$ cat config.mk
export PLATFORM = sky130hd
export DESIGN_NAME = tempo_step_sequencer_clock_core_flat
export DESIGN_NICKNAME = d
export VERILOG_FILES = /design/src/hdl/tssc_pkg.sv /design/src/hdl/tssc_if.sv /design/src/hdl/tempo_step_sequencer_clock_core.sv /design/src/hdl/tssc_alu.sv /design/src/flat_wrapper.sv
export SDC_FILE = /design/constraint.sdc
export NUM_CORES = 1
export LEC_CHECK = 0
export BUFFER_PORTS_ARGS = -buffer_cell sky130_fd_sc_hd__buf_2
export CORE_MARGIN = 3
export CORE_UTILIZATION = 40
export CTS_CLUSTER_DIAMETER = 200
export DETAILED_ROUTE_END_ITERATION = 8
export PLACE_DENSITY_LB_ADDON = 0.2
export SLEW_MARGIN = 20
export SYNTH_ARGS = -nofsm -noshare
export SYNTH_HDL_FRONTEND = slang
export SYNTH_SLANG_ARGS = --single-unit
$ cat constraint.sdc
create_clock -name clk -period 6.1 [get_ports clk]
set_clock_uncertainty 0.05 [all_clocks]
set_input_delay 0.61 -clock clk [delete_from_list [all_inputs] [get_ports clk]]
set_output_delay 0.61 -clock clk [all_outputs]
set_load 0.05 [all_outputs]
$ cat src/hdl/tssc_pkg.sv
// ----------------------------------------------------------------------------
// tssc_pkg: shared definitions for the tempo step sequencer clock
// Widths, reset values, register indexes, state codes and shared-unit types.
// ----------------------------------------------------------------------------
`default_nettype none

package tssc_pkg;

  localparam int SAMPLE_RATE = 8000;
  localparam int MIN_STEPS   = 8;
  localparam int MAX_STEPS   = 32;

  localparam int ACC_W      = 22;
  localparam int STEP_W     = 6;
  localparam int BPM_W      = 16;
  localparam int RES_W      = 8;
  localparam int LEN_W      = 8;
  localparam int PLEN_W     = 7;
  localparam int DEN_W      = BPM_W + RES_W;
  localparam int ALU_W      = DEN_W + 1;
  localparam int CFG_IDX_W  = 2;
  localparam int CFG_DATA_W = 16;

  // samples per minute, the dividend of the period
  localparam int DIVIDEND = SAMPLE_RATE * 60;
  localparam int DVD_W    = $clog2(DIVIDEND + 1);
  localparam int CNT_W    = $clog2(DVD_W);

  localparam int RST_BPM    = 120;
  localparam int RST_RES    = 4;
  localparam int RST_LEN    = 16;
  localparam int RST_PERIOD = DIVIDEND / (RST_BPM * RST_RES);

  typedef enum logic [CFG_IDX_W-1:0] {
    REG_TEMPO = 2'd0,
    REG_RES   = 2'd1,
    REG_LEN   = 2'd2
  } cfg_idx_t;

  typedef enum logic [6:0] {
    S_IDLE = 7'b0000001,
    S_INC  = 7'b0000010,
    S_CMP  = 7'b0000100,
    S_STEP = 7'b0001000,
    S_DONE = 7'b0010000,
    S_MUL  = 7'b0100000,
    S_DIV  = 7'b1000000
  } state_t;

  typedef enum logic {
    ALU_ADD = 1'b0,
    ALU_SUB = 1'b1
  } alu_op_t;

  typedef struct packed {
    alu_op_t            op;
    logic [ALU_W-1:0]   a;
    logic [ALU_W-1:0]   b;
  } alu_req_t;

  typedef struct packed {
    logic [ALU_W-1:0]   res;
    logic               borrow;  // sub: a < b
  } alu_rsp_t;

  // raise to the minimum first, then lower to the maximum
  function automatic logic [PLEN_W-1:0] clamp_len(input logic [LEN_W-1:0] v);
    logic [LEN_W-1:0] t;
    t = v;
    if (t < LEN_W'(MIN_STEPS)) t = LEN_W'(MIN_STEPS);
    if (t > LEN_W'(MAX_STEPS)) t = LEN_W'(MAX_STEPS);
    return t[PLEN_W-1:0];
  endfunction

endpackage

`default_nettype wire

$ cat src/hdl/tssc_if.sv
// ----------------------------------------------------------------------------
// tssc_if: channel interfaces of the tempo step sequencer clock
// Tick input, step result and configuration write channels.
// ----------------------------------------------------------------------------
`default_nettype none

interface tssc_in_if import tssc_pkg::*; ();
  logic valid;
  logic ready;
  logic sample_tick;
  modport source (output valid, output sample_tick, input ready);
  modport sink   (input valid, input sample_tick, output ready);
endinterface

interface tssc_out_if import tssc_pkg::*; ();
  logic              valid;
  logic              ready;
  logic [STEP_W-1:0] current_step;
  logic              step_advanced;
  modport source (output valid, output current_step, output step_advanced, input ready);
  modport sink   (input valid, input current_step, input step_advanced, output ready);
endinterface

interface tssc_cfg_if import tssc_pkg::*; ();
  logic                  valid;
  logic                  ready;
  logic [CFG_IDX_W-1:0]  index;
  logic [CFG_DATA_W-1:0] data;
  modport source (output valid, output index, output data, input ready);
  modport sink   (input valid, input index, input data, output ready);
endinterface

`default_nettype wire

$ cat src/hdl/tempo_step_sequencer_clock_core.sv
// ----------------------------------------------------------------------------
// tempo_step_sequencer_clock_core: tempo-driven step counter
// A tick passes through S_INC, S_CMP and, when the step advances, S_STEP
//   to S_DONE, which loads the output register once it is free; an empty tick
//   goes from S_INC to S_DONE. The next tick is taken once back in idle.
// A tempo or resolution write starts a restoring division (S_MUL, S_DIV),
//   one quotient bit per cycle through the shared adder.
// Reset (rst_n low, synchronous): registers 120 bpm / 4 / 16, step and
//   accumulator 0, period preloaded; no division runs after reset.
// ----------------------------------------------------------------------------
`default_nettype none

module tempo_step_sequencer_clock_core import tssc_pkg::*; (
  input  wire         clk,
  input  wire         rst_n,
  tssc_in_if.sink     in_if,
  tssc_out_if.source  out_if,
  tssc_cfg_if.sink    cfg_if
);

  state_t              state_r, state_nxt;
  logic [BPM_W-1:0]    bpm_r, bpm_nxt;
  logic [RES_W-1:0]    res_r, res_nxt;
  logic [PLEN_W-1:0]   plen_r, plen_nxt;
  logic [ACC_W-1:0]    acc_r, acc_nxt;
  logic [ACC_W-1:0]    spp_r, spp_nxt;      // samples per step
  logic [STEP_W-1:0]   step_r, step_nxt;
  logic                tick_r, tick_nxt;
  logic                adv_r, adv_nxt;      // advance flag of the tick in work
  // divider
  logic [DEN_W-1:0]    den_r, den_nxt;
  logic [DEN_W-1:0]    rem_r, rem_nxt;
  logic [DVD_W-1:0]    q_r, q_nxt;
  logic [CNT_W-1:0]    cnt_r, cnt_nxt;
  // output register
  logic                out_valid_r, out_valid_nxt;
  logic [STEP_W-1:0]   out_step_r, out_step_nxt;
  logic                out_adv_r, out_adv_nxt;

  alu_req_t            alu_req;
  alu_rsp_t            alu_rsp;

  logic                in_xfer, cfg_xfer;
  logic [RES_W-1:0]    res_eff;
  logic [DEN_W-1:0]    prod;
  logic [ALU_W-1:0]    trial;
  logic [PLEN_W-1:0]   len_new;
  logic [PLEN_W-1:0]   step_inc;
  logic                qbit;

  tssc_alu u_alu (
    .req (alu_req),
    .rsp (alu_rsp)
  );

  // ticks take priority; a config write waits for a cycle without one
  assign in_if.ready  = (state_r == S_IDLE);
  assign cfg_if.ready = (state_r == S_IDLE) && !in_if.valid;
  assign in_xfer      = in_if.valid && in_if.ready;
  assign cfg_xfer     = cfg_if.valid && cfg_if.ready;

  assign out_if.valid         = out_valid_r;
  assign out_if.current_step  = out_step_r;
  assign out_if.step_advanced = out_adv_r;

  assign res_eff  = (res_r == '0) ? RES_W'(1) : res_r;
  assign prod     = DEN_W'(bpm_r) * DEN_W'(res_eff);
  assign trial    = {rem_r, q_r[DVD_W-1]};
  assign len_new  = clamp_len(cfg_if.data[LEN_W-1:0]);
  assign step_inc = alu_rsp.res[PLEN_W-1:0];
  assign qbit     = !alu_rsp.borrow;

  always_comb begin
    state_nxt     = state_r;
    bpm_nxt       = bpm_r;
    res_nxt       = res_r;
    plen_nxt      = plen_r;
    acc_nxt       = acc_r;
    spp_nxt       = spp_r;
    step_nxt      = step_r;
    tick_nxt      = tick_r;
    adv_nxt       = adv_r;
    den_nxt       = den_r;
    rem_nxt       = rem_r;
    q_nxt         = q_r;
    cnt_nxt       = cnt_r;
    out_valid_nxt = out_valid_r && !out_if.ready;
    out_step_nxt  = out_step_r;
    out_adv_nxt   = out_adv_r;
    alu_req.op    = ALU_ADD;
    alu_req.a     = ALU_W'(acc_r);
    alu_req.b     = ALU_W'(1);

    case (state_r)
      S_IDLE: begin
        if (in_xfer) begin
          tick_nxt  = in_if.sample_tick;
          state_nxt = S_INC;
        end else if (cfg_xfer) begin
          case (cfg_if.index)
            REG_TEMPO: begin
              bpm_nxt   = cfg_if.data[BPM_W-1:0];
              state_nxt = S_MUL;
            end
            REG_RES: begin
              res_nxt   = cfg_if.data[RES_W-1:0];
              state_nxt = S_MUL;
            end
            REG_LEN: begin
              plen_nxt = len_new;
              if ({1'b0, step_r} >= len_new) step_nxt = '0;
            end
            default: ;  // unknown index: ignored
          endcase
        end
      end
      S_INC: begin
        // accumulator + 1, wraps at ACC_W bits
        if (tick_r) begin
          acc_nxt   = alu_rsp.res[ACC_W-1:0];
          state_nxt = S_CMP;
        end else begin
          adv_nxt   = 1'b0;
          state_nxt = S_DONE;
        end
      end
      S_CMP: begin
        // reached the period: take one period off, keep the remainder
        alu_req.op = ALU_SUB;
        alu_req.a  = ALU_W'(acc_r);
        alu_req.b  = ALU_W'(spp_r);
        if (!alu_rsp.borrow) begin
          acc_nxt   = alu_rsp.res[ACC_W-1:0];
          state_nxt = S_STEP;
        end else begin
          adv_nxt   = 1'b0;
          state_nxt = S_DONE;
        end
      end
      S_STEP: begin
        alu_req.a = ALU_W'(step_r);
        step_nxt  = (step_inc >= plen_r) ? '0 : step_inc[STEP_W-1:0];
        adv_nxt   = 1'b1;
        state_nxt = S_DONE;
      end
      S_DONE: begin
        // the output register is only touched once it is free
        if (!out_valid_r || out_if.ready) begin
          out_valid_nxt = 1'b1;
          out_step_nxt  = step_r;
          out_adv_nxt   = adv_r;
          state_nxt     = S_IDLE;
        end
      end
      S_MUL: begin
        den_nxt   = (prod == '0) ? DEN_W'(1) : prod;
        rem_nxt   = '0;
        q_nxt     = DVD_W'(DIVIDEND);
        cnt_nxt   = '0;
        state_nxt = S_DIV;
      end
      S_DIV: begin
        // restoring division, one quotient bit per cycle
        alu_req.op = ALU_SUB;
        alu_req.a  = trial;
        alu_req.b  = ALU_W'(den_r);
        rem_nxt    = qbit ? alu_rsp.res[DEN_W-1:0] : trial[DEN_W-1:0];
        q_nxt      = {q_r[DVD_W-2:0], qbit};
        cnt_nxt    = cnt_r + CNT_W'(1);
        if (cnt_r == CNT_W'(DVD_W - 1)) begin
          spp_nxt   = ACC_W'(q_nxt);
          state_nxt = S_IDLE;
        end
      end
      default: state_nxt = S_IDLE;
    endcase
  end

  always_ff @(posedge clk) begin
    if (!rst_n) begin
      state_r     <= S_IDLE;
      bpm_r       <= BPM_W'(RST_BPM);
      res_r       <= RES_W'(RST_RES);
      plen_r      <= clamp_len(LEN_W'(RST_LEN));
      acc_r       <= '0;
      spp_r       <= ACC_W'(RST_PERIOD);
      step_r      <= '0;
      out_valid_r <= 1'b0;
    end else begin
      state_r     <= state_nxt;
      bpm_r       <= bpm_nxt;
      res_r       <= res_nxt;
      plen_r      <= plen_nxt;
      acc_r       <= acc_nxt;
      spp_r       <= spp_nxt;
      step_r      <= step_nxt;
      out_valid_r <= out_valid_nxt;
    end
  end

  always_ff @(posedge clk) begin
    tick_r     <= tick_nxt;
    adv_r      <= adv_nxt;
    den_r      <= den_nxt;
    rem_r      <= rem_nxt;
    q_r        <= q_nxt;
    cnt_r      <= cnt_nxt;
    out_step_r <= out_step_nxt;
    out_adv_r  <= out_adv_nxt;
  end

  // step index always inside the pattern
  a_step_in_pattern: assert property (@(posedge clk) disable iff (!rst_n)
    {1'b0, step_r} < plen_r)
    else $error("step index outside pattern length");

  // a result only appears from the completion state
  a_out_from_done: assert property (@(posedge clk) disable iff (!rst_n)
    $rose(out_valid_r) |-> $past(state_r == S_DONE))
    else $error("result loaded outside completion state");

  // tempo or resolution write starts the period computation
  a_cfg_starts_div: assert property (@(posedge clk) disable iff (!rst_n)
    (cfg_if.valid && cfg_if.ready &&
     (cfg_if.index == REG_TEMPO || cfg_if.index == REG_RES)) |=> state_r == S_MUL)
    else $error("period recompute not started");

  // no tick transfer while the divider runs
  a_no_tick_in_div: assert property (@(posedge clk) disable iff (!rst_n)
    (state_r == S_DIV || state_r == S_MUL) |-> !(in_if.valid && in_if.ready))
    else $error("tick taken during division");

endmodule

`default_nettype wire

$ cat src/hdl/tssc_alu.sv
// ----------------------------------------------------------------------------
// tssc_alu: shared add/subtract unit
// One adder serves accumulator, step and restoring-division updates.
// ----------------------------------------------------------------------------
`default_nettype none

module tssc_alu import tssc_pkg::*; (
  input  alu_req_t req,
  output alu_rsp_t rsp
);

  logic [ALU_W:0] sum;
  logic [ALU_W-1:0] b_op;

  assign b_op = (req.op == ALU_SUB) ? ~req.b : req.b;
  assign sum  = {1'b0, req.a} + {1'b0, b_op} + {{ALU_W{1'b0}}, (req.op == ALU_SUB)};

  assign rsp.res    = sum[ALU_W-1:0];
  assign rsp.borrow = (req.op == ALU_SUB) & ~sum[ALU_W];

endmodule

`default_nettype wire

$ cat src/flat_wrapper.sv
// flat-port wrapper written by rule: the top's interface ports become plain ports
module tempo_step_sequencer_clock_core_flat import tssc_pkg::*;
  (clk, rst_n, in_if_valid, in_if_sample_tick, in_if_ready, out_if_valid, out_if_current_step, out_if_step_advanced, out_if_ready, cfg_if_valid, cfg_if_index, cfg_if_data, cfg_if_ready);
  tssc_in_if in_if_i ();
  tssc_out_if out_if_i ();
  tssc_cfg_if cfg_if_i ();
  input  wire clk;
  input  wire rst_n;
  input wire logic [$bits(in_if_i.valid)-1:0] in_if_valid;
  input wire logic [$bits(in_if_i.sample_tick)-1:0] in_if_sample_tick;
  output wire logic [$bits(in_if_i.ready)-1:0] in_if_ready;
  output wire logic [$bits(out_if_i.valid)-1:0] out_if_valid;
  output wire logic [$bits(out_if_i.current_step)-1:0] out_if_current_step;
  output wire logic [$bits(out_if_i.step_advanced)-1:0] out_if_step_advanced;
  input wire logic [$bits(out_if_i.ready)-1:0] out_if_ready;
  input wire logic [$bits(cfg_if_i.valid)-1:0] cfg_if_valid;
  input wire logic [$bits(cfg_if_i.index)-1:0] cfg_if_index;
  input wire logic [$bits(cfg_if_i.data)-1:0] cfg_if_data;
  output wire logic [$bits(cfg_if_i.ready)-1:0] cfg_if_ready;
  assign in_if_i.valid = in_if_valid;
  assign in_if_i.sample_tick = in_if_sample_tick;
  assign in_if_ready = in_if_i.ready;
  assign out_if_valid = out_if_i.valid;
  assign out_if_current_step = out_if_i.current_step;
  assign out_if_step_advanced = out_if_i.step_advanced;
  assign out_if_i.ready = out_if_ready;
  assign cfg_if_i.valid = cfg_if_valid;
  assign cfg_if_i.index = cfg_if_index;
  assign cfg_if_i.data = cfg_if_data;
  assign cfg_if_ready = cfg_if_i.ready;
  tempo_step_sequencer_clock_core u_core (.clk(clk), .rst_n(rst_n), .in_if(in_if_i), .out_if(out_if_i), .cfg_if(cfg_if_i));
endmodule
### Yosys cells after proc, flatten, opt, wreduce, memory -nomap -nowiden

Index checks and enable logic that the tools add are counted.

* bits in registers: 167
* latch bits: 0
* RAM bits: 0
* ROM bits: 0
* input port bits: 24
* output and inout port bits: 10
* logic and storage cells: 111
* memories kept: 0

* add/subtract/negate cells: 3
* multipliers: 1
* div/mod/pow operators: 0
* order comparisons: 4
* equality and inequality tests: 22
* shifts and indexed selects: 0
* multiplexer cells: 33
* bitwise gates (word level): 4
* reductions and logical operators: 28

Operators with widths (number)
* 24-bit case mux with 2 select lines: 2
* 25-bit case mux with 2 select lines: 1
* 7-bit case mux with 7 select lines: 1
* 22-bit 2-to-1 mux: 2
* 22-bit case mux with 2 select lines: 1
* 7-bit 2-to-1 mux: 6
* 19-bit case mux with 2 select lines: 1
* 6-bit 2-to-1 mux: 5
* 25-bit by 25-bit adder with 26-bit output: 1
* 26-bit by 1-bit adder with 26-bit output: 1
* 25-bit 2-to-1 mux: 1
* 25-bit inverter: 1
* 24-bit logical NOT: 1
* 16-bit by 8-bit multiplier with 24-bit output: 1
* 24-bit 2-to-1 mux: 1
* 8-bit 2-to-1 mux: 2
* 4-bit AND reduction: 4
* 2-bit != test (second input constant): 6
* 6-bit case mux with 2 select lines: 1
* 5-bit 2-to-1 mux: 2
* 5-bit case mux with 2 select lines: 1
* 8-bit by 6-bit > comparator with 1-bit output (second input constant): 1
* 8-bit logical NOT: 1
* 8-bit by 4-bit < comparator with 1-bit output (second input constant): 1
* 29 further kinds: 50

### Longest topological paths before layout

Gate-level depths: netlist of run 1.

* word-level depth: 10
* mapped depth: 21
* depth with buffers taken out: 20

### Modules after synthesis

Synthesis of run 1 repeated with hierarchy kept, for this count alone.

* cell total of the unflattened synthesis: 1410
* area, all modules: 13061.3 um^2

By module, submodules not included
* tempo_step_sequencer_clock_core: instances 1, cells an instance 1178, area an instance 11404.7 um^2, seq. area each 4154.0 um^2
* tssc_alu: instances 1, cells an instance 232, area an instance 1656.6 um^2, seq. area each 0.0 um^2

### Least setup slack after synthesis of run 1

No wires, ideal clock.

* path type: register -> register
* start point: register u_core.res_r[4]
* end point: register u_core.den_r[0] (data pin)
* setup time: 165 ps
* arrival: 5659 ps
* data required time: 5885 ps
* setup slack: 226 ps
* cell stages (with the launch flop): 21
* buffers on the path: 2
* clock period less this slack: 5874 ps
* cell sequence: dfxtp_1 buf_2 clkbuf_1 nand2_1 fa_1 fa_1 inv_1 fa_1 inv_1 fa_1 inv_1 ha_1 a21o_1 and2_4 nor3_4 xnor2_1 or4_1 or3_1 a2111oi_0 or4b_1 o31ai_2

* longest elaborated chain between the ends: 4

Ends and longest elaborated chain
* start, declared: RTL line tempo_step_sequencer_clock_core.sv:23 `logic [RES_W-1:0] res_r, res_nxt;`
* start signal, assigned: RTL line tempo_step_sequencer_clock_core.sv:183 `res_r <= RES_W'(RST_RES);`
* start signal, assigned: RTL line tempo_step_sequencer_clock_core.sv:192 `res_r <= res_nxt;`
* 8-bit logical NOT: RTL line tempo_step_sequencer_clock_core.sv:66 `assign res_eff = (res_r == '0) ? RES_W'(1) : res_r;`
* 8-bit 2-to-1 mux *: RTL line tempo_step_sequencer_clock_core.sv:66
* 16-bit by 8-bit multiplier with 24-bit output *: RTL line tempo_step_sequencer_clock_core.sv:67 `assign prod = DEN_W'(bpm_r) * DEN_W'(res_eff);`
* 24-bit logical NOT: RTL line tempo_step_sequencer_clock_core.sv:156 `den_nxt = (prod == '0) ? DEN_W'(1) : prod;`
* end signal, assigned: RTL line tempo_step_sequencer_clock_core.sv:204 `den_r <= den_nxt;`
* end, declared: RTL line tempo_step_sequencer_clock_core.sv:31 `logic [DEN_W-1:0] den_r, den_nxt;`

Every way passes the cells marked *; elsewhere a longest branch is shown, timed or not.
A chain may end at the register's enable or synchronous reset.

### Final worst setup path of run 1

Ends and elaborated chain as after synthesis.

==> flow_metrics.tcl, run 1 <==
set metrics [dict create \
    status "completed" \
    cp_data_arrival_time_ns 6.06 \
    fin_ws_ns 0.270 \
    ys_dominant_reg_cell "dfxtp_1" \
    clk_latency_ns 0.45 \
    dr.pass1.iters 5 \
    core_sq_um 30700 \
    maxSlewViolCount 0 \
    post-cts-setup-buffers 0 \
    ctsLongestPathBuffers 2 \
    numClockSinks 167 \
    post-route-period-util_pct 95.6 \
    ant_nets 0 \
    area_growth_pct 10.8 \
    vias 9708 \
    syn_inst 1386 \
    ir_drop_mv 0.210 \
    grt_first_pass_wirelength_um 51700 \
    drc 0 \
    htree_levels 4 \
    finalSetupTns_ns 0 \
    holdBufCountCts 0 \
    hold_violations 0 \
    avgSynthCellArea_sq_um 9.05 \
    synth_cell_types 76 \
    cp.required_ns 6.33 \
    place_area_sq_um 13200 \
    dieArea_sq_um 33500 \
    critPathCaptureType "flip-flop" \
    initial_core_util_pct 40.8 \
    overflow 0 \
    maxCapViolCount 0 \
    hp-class "input pin to flip-flop" \
    wl_um 30700 \
    routed_via_density 5.33 \
    grt_pass1_vias 9932 \
    io_buffers 33 \
    power.density_nw_per_um2 185 \
    relSlewSlack_pct 43.6 \
    cts_made_buffers 17 \
    cts_resized 0 \
    fin_area_sq_um 13900 \
    synth-edff-count 81 \
    diodes 0 \
    start_kind "flip-flop" \
    yosysSeqAreaShare_pct 33.1 \
    whs_ns 0.293 \
    setup_violations 0 \
    nets 1602 \
    ioPinCount 34 \
    yosys.area.top_type "edfxtp_1" \
    dpl_worst_slack_ns 0.177 \
    syn_area_sq_um 12500 \
    fin_crit_ns 5.83 \
    finalNonFillerCells 1820 \
    ys_ff_latch 167 \
    synth.top_cell.area_share_pct 19.4 \
    synthArstFlopShare_pct 0 \
    die_h_um 183 \
    worst-setup-path-type "flip-flop to flip-flop" \
    crit_path_start "u_core.res_r[4]" \
    critPathMaxFanout 10 \
    gp_congestion 0.855 \
    drt_iter0_drc 534 \
    min_from "in_if_sample_tick" \
    highest_layer "met4" \
    leakage_nw 5.99 \
    syn-num-nets 1577 \
    grt_max_degree 65 \
    antenna_found_initial 0 \
    drive_gt1_share_pct 9.83 \
    synthTopCellsByArea "edfxtp_1 19%, dfxtp_1 14%, fa_1 14%, ha_1 8.2%, nand2_1 6.6%" \
    yosys_warnings 0 \
    r2r-start "u_core.res_r[4]" \
    die_x_um 183 \
    dp.cells 1788 \
    cts_tree "built" \
    row_count 64 \
    finalCoreUtilization_pct 45.2 \
    clk_pin_slew_ns 0.07 \
    tightest_slew_ns 0.839 \
    fmax_mhz 172 \
    routed-wl-met3_um 777 \
    cts_root_buf "clkbuf_16" \
    dpl.hpwl_um 23000 \
    grt_use_total_pct 19.3 \
    m1WireLength_um 14400 \
    dr_wl_met2_um 14800 \
    total_power_mw 2.58 \
    detail_route.wl_per_cell_um 16.8 \
]
[cell usage after synthesis (all sizes together) (25+ instances only)]
| master | number |
|---|---|
| inv | 131 |
| nand3 | 43 |
| nor2 | 85 |
| o21ai | 27 |
| mux2i | 29 |
| a21oi | 92 |
| edfxtp | 81 |
| and2 | 85 |
| clkbuf | 54 |
| dfxtp | 86 |
| fa | 85 |
| ha | 82 |
| a21o | 25 |
| nand2 | 219 |
[flip-flops by register name, summed over array words and instances, names as in the netlist]
name and flops:
u_core.den_r 24, u_core.rem_r 24, u_core.acc_r 22, u_core.q_r 19, u_core.spp_r 19, u_core.bpm_r 16
u_core.res_r 8, u_core.plen_r 7, u_core.state_r 7, u_core.out_if.current_step 6, u_core.step_r 6, u_core.cnt_r 5
u_core.adv_r 1, u_core.out_if.step_advanced 1, u_core.out_if.valid 1, u_core.tick_r 1
[metal layers]
layer / GRT usage, % / up-vias
met5: 0 / -
met4: 6.79 / 0
met3: 2.40 / 35
met2: 32.5 / 147
met1: 25.7 / 4766
li1: - / 4760
[logic make-up after synthesis]
group | share of synthesized area [%]
mux | 2.31
simple gates | 21.5
fa+ha+maj | 21.7
buf+inv | 6.01
flops | 33.1
xor+xnor | 2.44
compound gates | 12.9
[path summary, 6_finish.rpt]
kind / slack, ns / endpoint / cells after the start
worst max register to register: 0.27 / u_core.den_r[0] / 18
worst max-delay path: 0.27 / u_core.den_r[0] / 18
worst min register to register: 0.39 / u_core.out_if.step_advanced / 0
worst min-delay path: 0.29 / u_core.tick_r / 1
[layout by cell type (no fill, tap or decap), types with 6 or more instances in the layout]
cell,n
xnor2_1,24
o21ai_0,25
nand3_1,42
clkbuf_16,17
inv_1,130
a21o_1,24
nand2b_1,21
nor3_1,20
or2_2,7
a31oi_1,7
dfxtp_2,6
ha_1,82
nand2_1,219
a211oi_1,9
buf_2,33
xor2_1,11
buf_4,37
mux2i_1,29
edfxtp_1,81
nor2_1,85
nor4b_1,6
nor2b_1,23
o21a_1,6
and2_1,83
a21oi_1,92
fa_1,85
a22o_1,23
dfxtp_1,78
[worst max-delay path, stage by stage (launching register included)]
cell       delay, ns
dfxtp_2         0.45
nand2_1         0.11
fa_1            0.50
fa_1            0.49
inv_1           0.06
fa_1            0.53
inv_1           0.05
fa_1            0.53
inv_1           0.04
ha_1            0.29
a21o_1          0.19
and2_4          0.16
nor3_4          0.21
xnor2_1         0.11
or4_1           0.54
or3_1           0.33
a2111oi_0       0.35
or4b_1          0.48
o31ai_2         0.18
[power breakdown]
group	internal, mW	switching (mW)	total (mW)	leakage, nW
sequential	1.18	0.0184	1.20	1.40
combinational	0.0812	0.134	0.215	4.30
clock	0.655	0.504	1.16	0.288
total	1.92	0.657	2.58	5.99
[area by class of cell]
| class | instances | area (sq um) |
|---|---|---|
| inverter | 131 | 492 |
| timing repair buffer | 70 | 443 |
| clock inverter | 14 | 186 |
| tap | 396 | 495 |
| sequential | 167 | 4170 |
| fill | 3051 | 16800 |
| multi-input combinational | 1024 | 7690 |
| clock buffer | 18 | 429 |
(Power assumes the default switching activity.)
==> inputs of run 2 (changes only) <==
- clock period: 6.1 -> 6.7 ns (I/O delays scaled with it)
==> flow_metrics.tcl, run 2 (same netlist as run 1, synthesis figures left out) <==
set metrics [dict create \
    status "completed" \
    rsz0062_at_grt "false" \
    die_x_um 183 \
    start_kind "flip-flop" \
    crit_chain "nand2_1 > fa_1 > fa_1 > inv_1 > fa_1 > inv_1 > fa_1 > inv_1 > ha_1 > a21o_1 > and2_4 > nor3_4 > xnor2_1 > or4_1 > or3_1 > a2111oi_0 > or4b_1 > o31ai_2" \
    critPathCaptureType "flip-flop" \
    antenna_found_initial 0 \
    r2r-start "u_core.res_r[4]" \
    holdBufCountCts 0 \
    cp_top_family "adder cells" \
    cts_made_buffers 17 \
    routed_via_density 5.33 \
    detail_route.wl_per_cell_um 17.0 \
    grt.met1_usage_pct 25.6 \
    worst-setup-path-type "flip-flop to flip-flop" \
    htree_levels 4 \
    initial_core_util_pct 40.8 \
    nets 1589 \
    clk_pin_slew_ns 0.07 \
    cp.depth 18 \
    cts_tree "built" \
    drc 0 \
    power.density_nw_per_um2 166 \
    die_h_um 183 \
    finalSetupTns_ns 0 \
    reg2reg_depth 18 \
    grt_use_total_pct 19.1 \
    maxCapViolCount 0 \
    grt_pass1_vias 9923 \
    crit_path_start "u_core.res_r[4]" \
    relSlewSlack_pct 42.0 \
    reg_top3 "u_core.den_r x24, u_core.rem_r x24, u_core.acc_r x22" \
    post-route-period-util_pct 90.8 \
    busiest_layer "met2" \
    row_count 64 \
    grt_use_met3_pct 2.46 \
    reg2reg_to "u_core.den_r[0]" \
    fin_crit_ns 6.08 \
    wl_um 30700 \
    leakage_nw 5.90 \
    hold_violations 0 \
    dpl.hpwl_um 22500 \
    clk_latency_ns 0.44 \
    cp.required_ns 6.92 \
    area_growth_pct 9.46 \
    drive_gt1_share_pct 8.15 \
    vias 9633 \
    grt_max_degree 65 \
    final_cell_mix "219 x nand2_1, 130 x inv_1, 92 x a21oi_1" \
    numClockSinks 167 \
    critPathMaxFanout 18 \
    setup_violations 0 \
    fmax_mhz 164 \
    gr-usage-met2_pct 32.9 \
    cp_num_buf_inv 3 \
    ir_drop_mv 0.195 \
    total_power_mw 2.28 \
    ctsLongestPathBuffers 2 \
    drt_iter0_drc 701 \
    reg2reg_slack_ns 0.62 \
    io_buffers 33 \
    gp_congestion 0.867 \
    maxSlewViolCount 0 \
    grt_first_pass_wirelength_um 51600 \
    ant_nets 0 \
    dr.pass1.iters 5 \
    critPathSlowestCell "or4_1" \
    ioPinCount 34 \
    crit_end "u_core.den_r[0]" \
    max_stage_delay_ns 0.56 \
    core_sq_um 30700 \
    overflow 0 \
    diodes 0 \
    cp_data_arrival_time_ns 6.30 \
    tightest_slew_ns 0.864 \
    final_common_cell "nand2_1" \
    cp_common_cell "fa_1" \
    cts_root_buf "clkbuf_16" \
    hp-class "flip-flop to flip-flop" \
    dieArea_sq_um 33500 \
]
## run 2: cell types whose count changed in the layout (fill, tap and decap cells not counted), moves of 2 or more
cell,change
dfxtp_2,-5
inv_6,-2
buf_4,-13
dfxtp_4,-2
clkinv_2,+2
clkinvlp_4,-3
dfxtp_1,+7
## run 2: how the worst min path moves through the flow
stage | from | endpoint | slack [ns] | cells past startpoint
2_1_floorplan | u_core.adv_r | u_core.out_if.step_advanced | 0.35 | 0
3_3_place_gp | u_core.adv_r | u_core.out_if.step_advanced | 0.35 | 0
3_5_place_dp | u_core.adv_r | u_core.out_if.step_advanced | 0.36 | 0
4_1_cts | in_if_sample_tick | u_core.tick_r | 0.37 | 1
5_1_grt | in_if_sample_tick | u_core.tick_r | 0.36 | 1
6_report | u_core.adv_r | u_core.out_if.step_advanced | 0.37 | 0
## run 2: worst reg2reg max path, stage by stage (launching register included)
cell	delay [ns]
dfxtp_2	0.55
nand2_1	0.14
fa_1	0.50
fa_1	0.50
inv_1	0.06
fa_1	0.53
inv_1	0.05
fa_1	0.53
inv_1	0.04
ha_1	0.36
a21o_1	0.22
and2_4	0.16
nor3_4	0.21
xnor2_1	0.11
or4_1	0.56
or3_1	0.33
a2111oi_0	0.36
or4b_1	0.48
o31ai_2	0.18
## run 2: final cells by class
cell class	instances	area [sq um]
Inverter	131	492
Fill cell	3055	17000
Timing Repair Buffer	57	345
Sequential cell	167	4160
Multi-Input combinational cell	1024	7670
Tap cell	396	495
Clock buffer	19	433
Clock inverter	13	145
## run 2: report_power, final
group	total, mW	switching (mW)	internal [mW]	leakage (nW)
registers	1.10	0.0178	1.08	1.39
clock network	0.998	0.442	0.555	0.284
logic	0.190	0.120	0.0695	4.22
total	2.28	0.580	1.70	5.90
## run 2: per-layer routing
metal | up-vias | share of wire (%)
li1 | 4735 | -
met4 | 0 | 1.6
met1 | 4708 | 47
met3 | 25 | 3.1
met5 | - | 0
met2 | 165 | 49
## run 2: metrics by stage
step / utilization [%] / cell area, sq um / worst slack [ns] / hold slack, ns / instances
floorplan: - / 12500 / 0.826 / 0.350 / 1386
global placement: 42.8 / 13100 / 0.543 / 0.353 / 1775
detailed placement: 42.8 / 13100 / 0.376 / 0.357 / 1775
CTS: 44.6 / 13700 / 0.337 / 0.367 / 1807
global route: 44.7 / 13700 / 0.259 / 0.365 / 1807
finish: 44.7 / 13700 / 0.616 / 0.373 / 1807
## run 2: timing repair
action	CTS	global route
gates resized for setup	0	1
buffers inserted	0	0
setup endpoints to repair	0	1
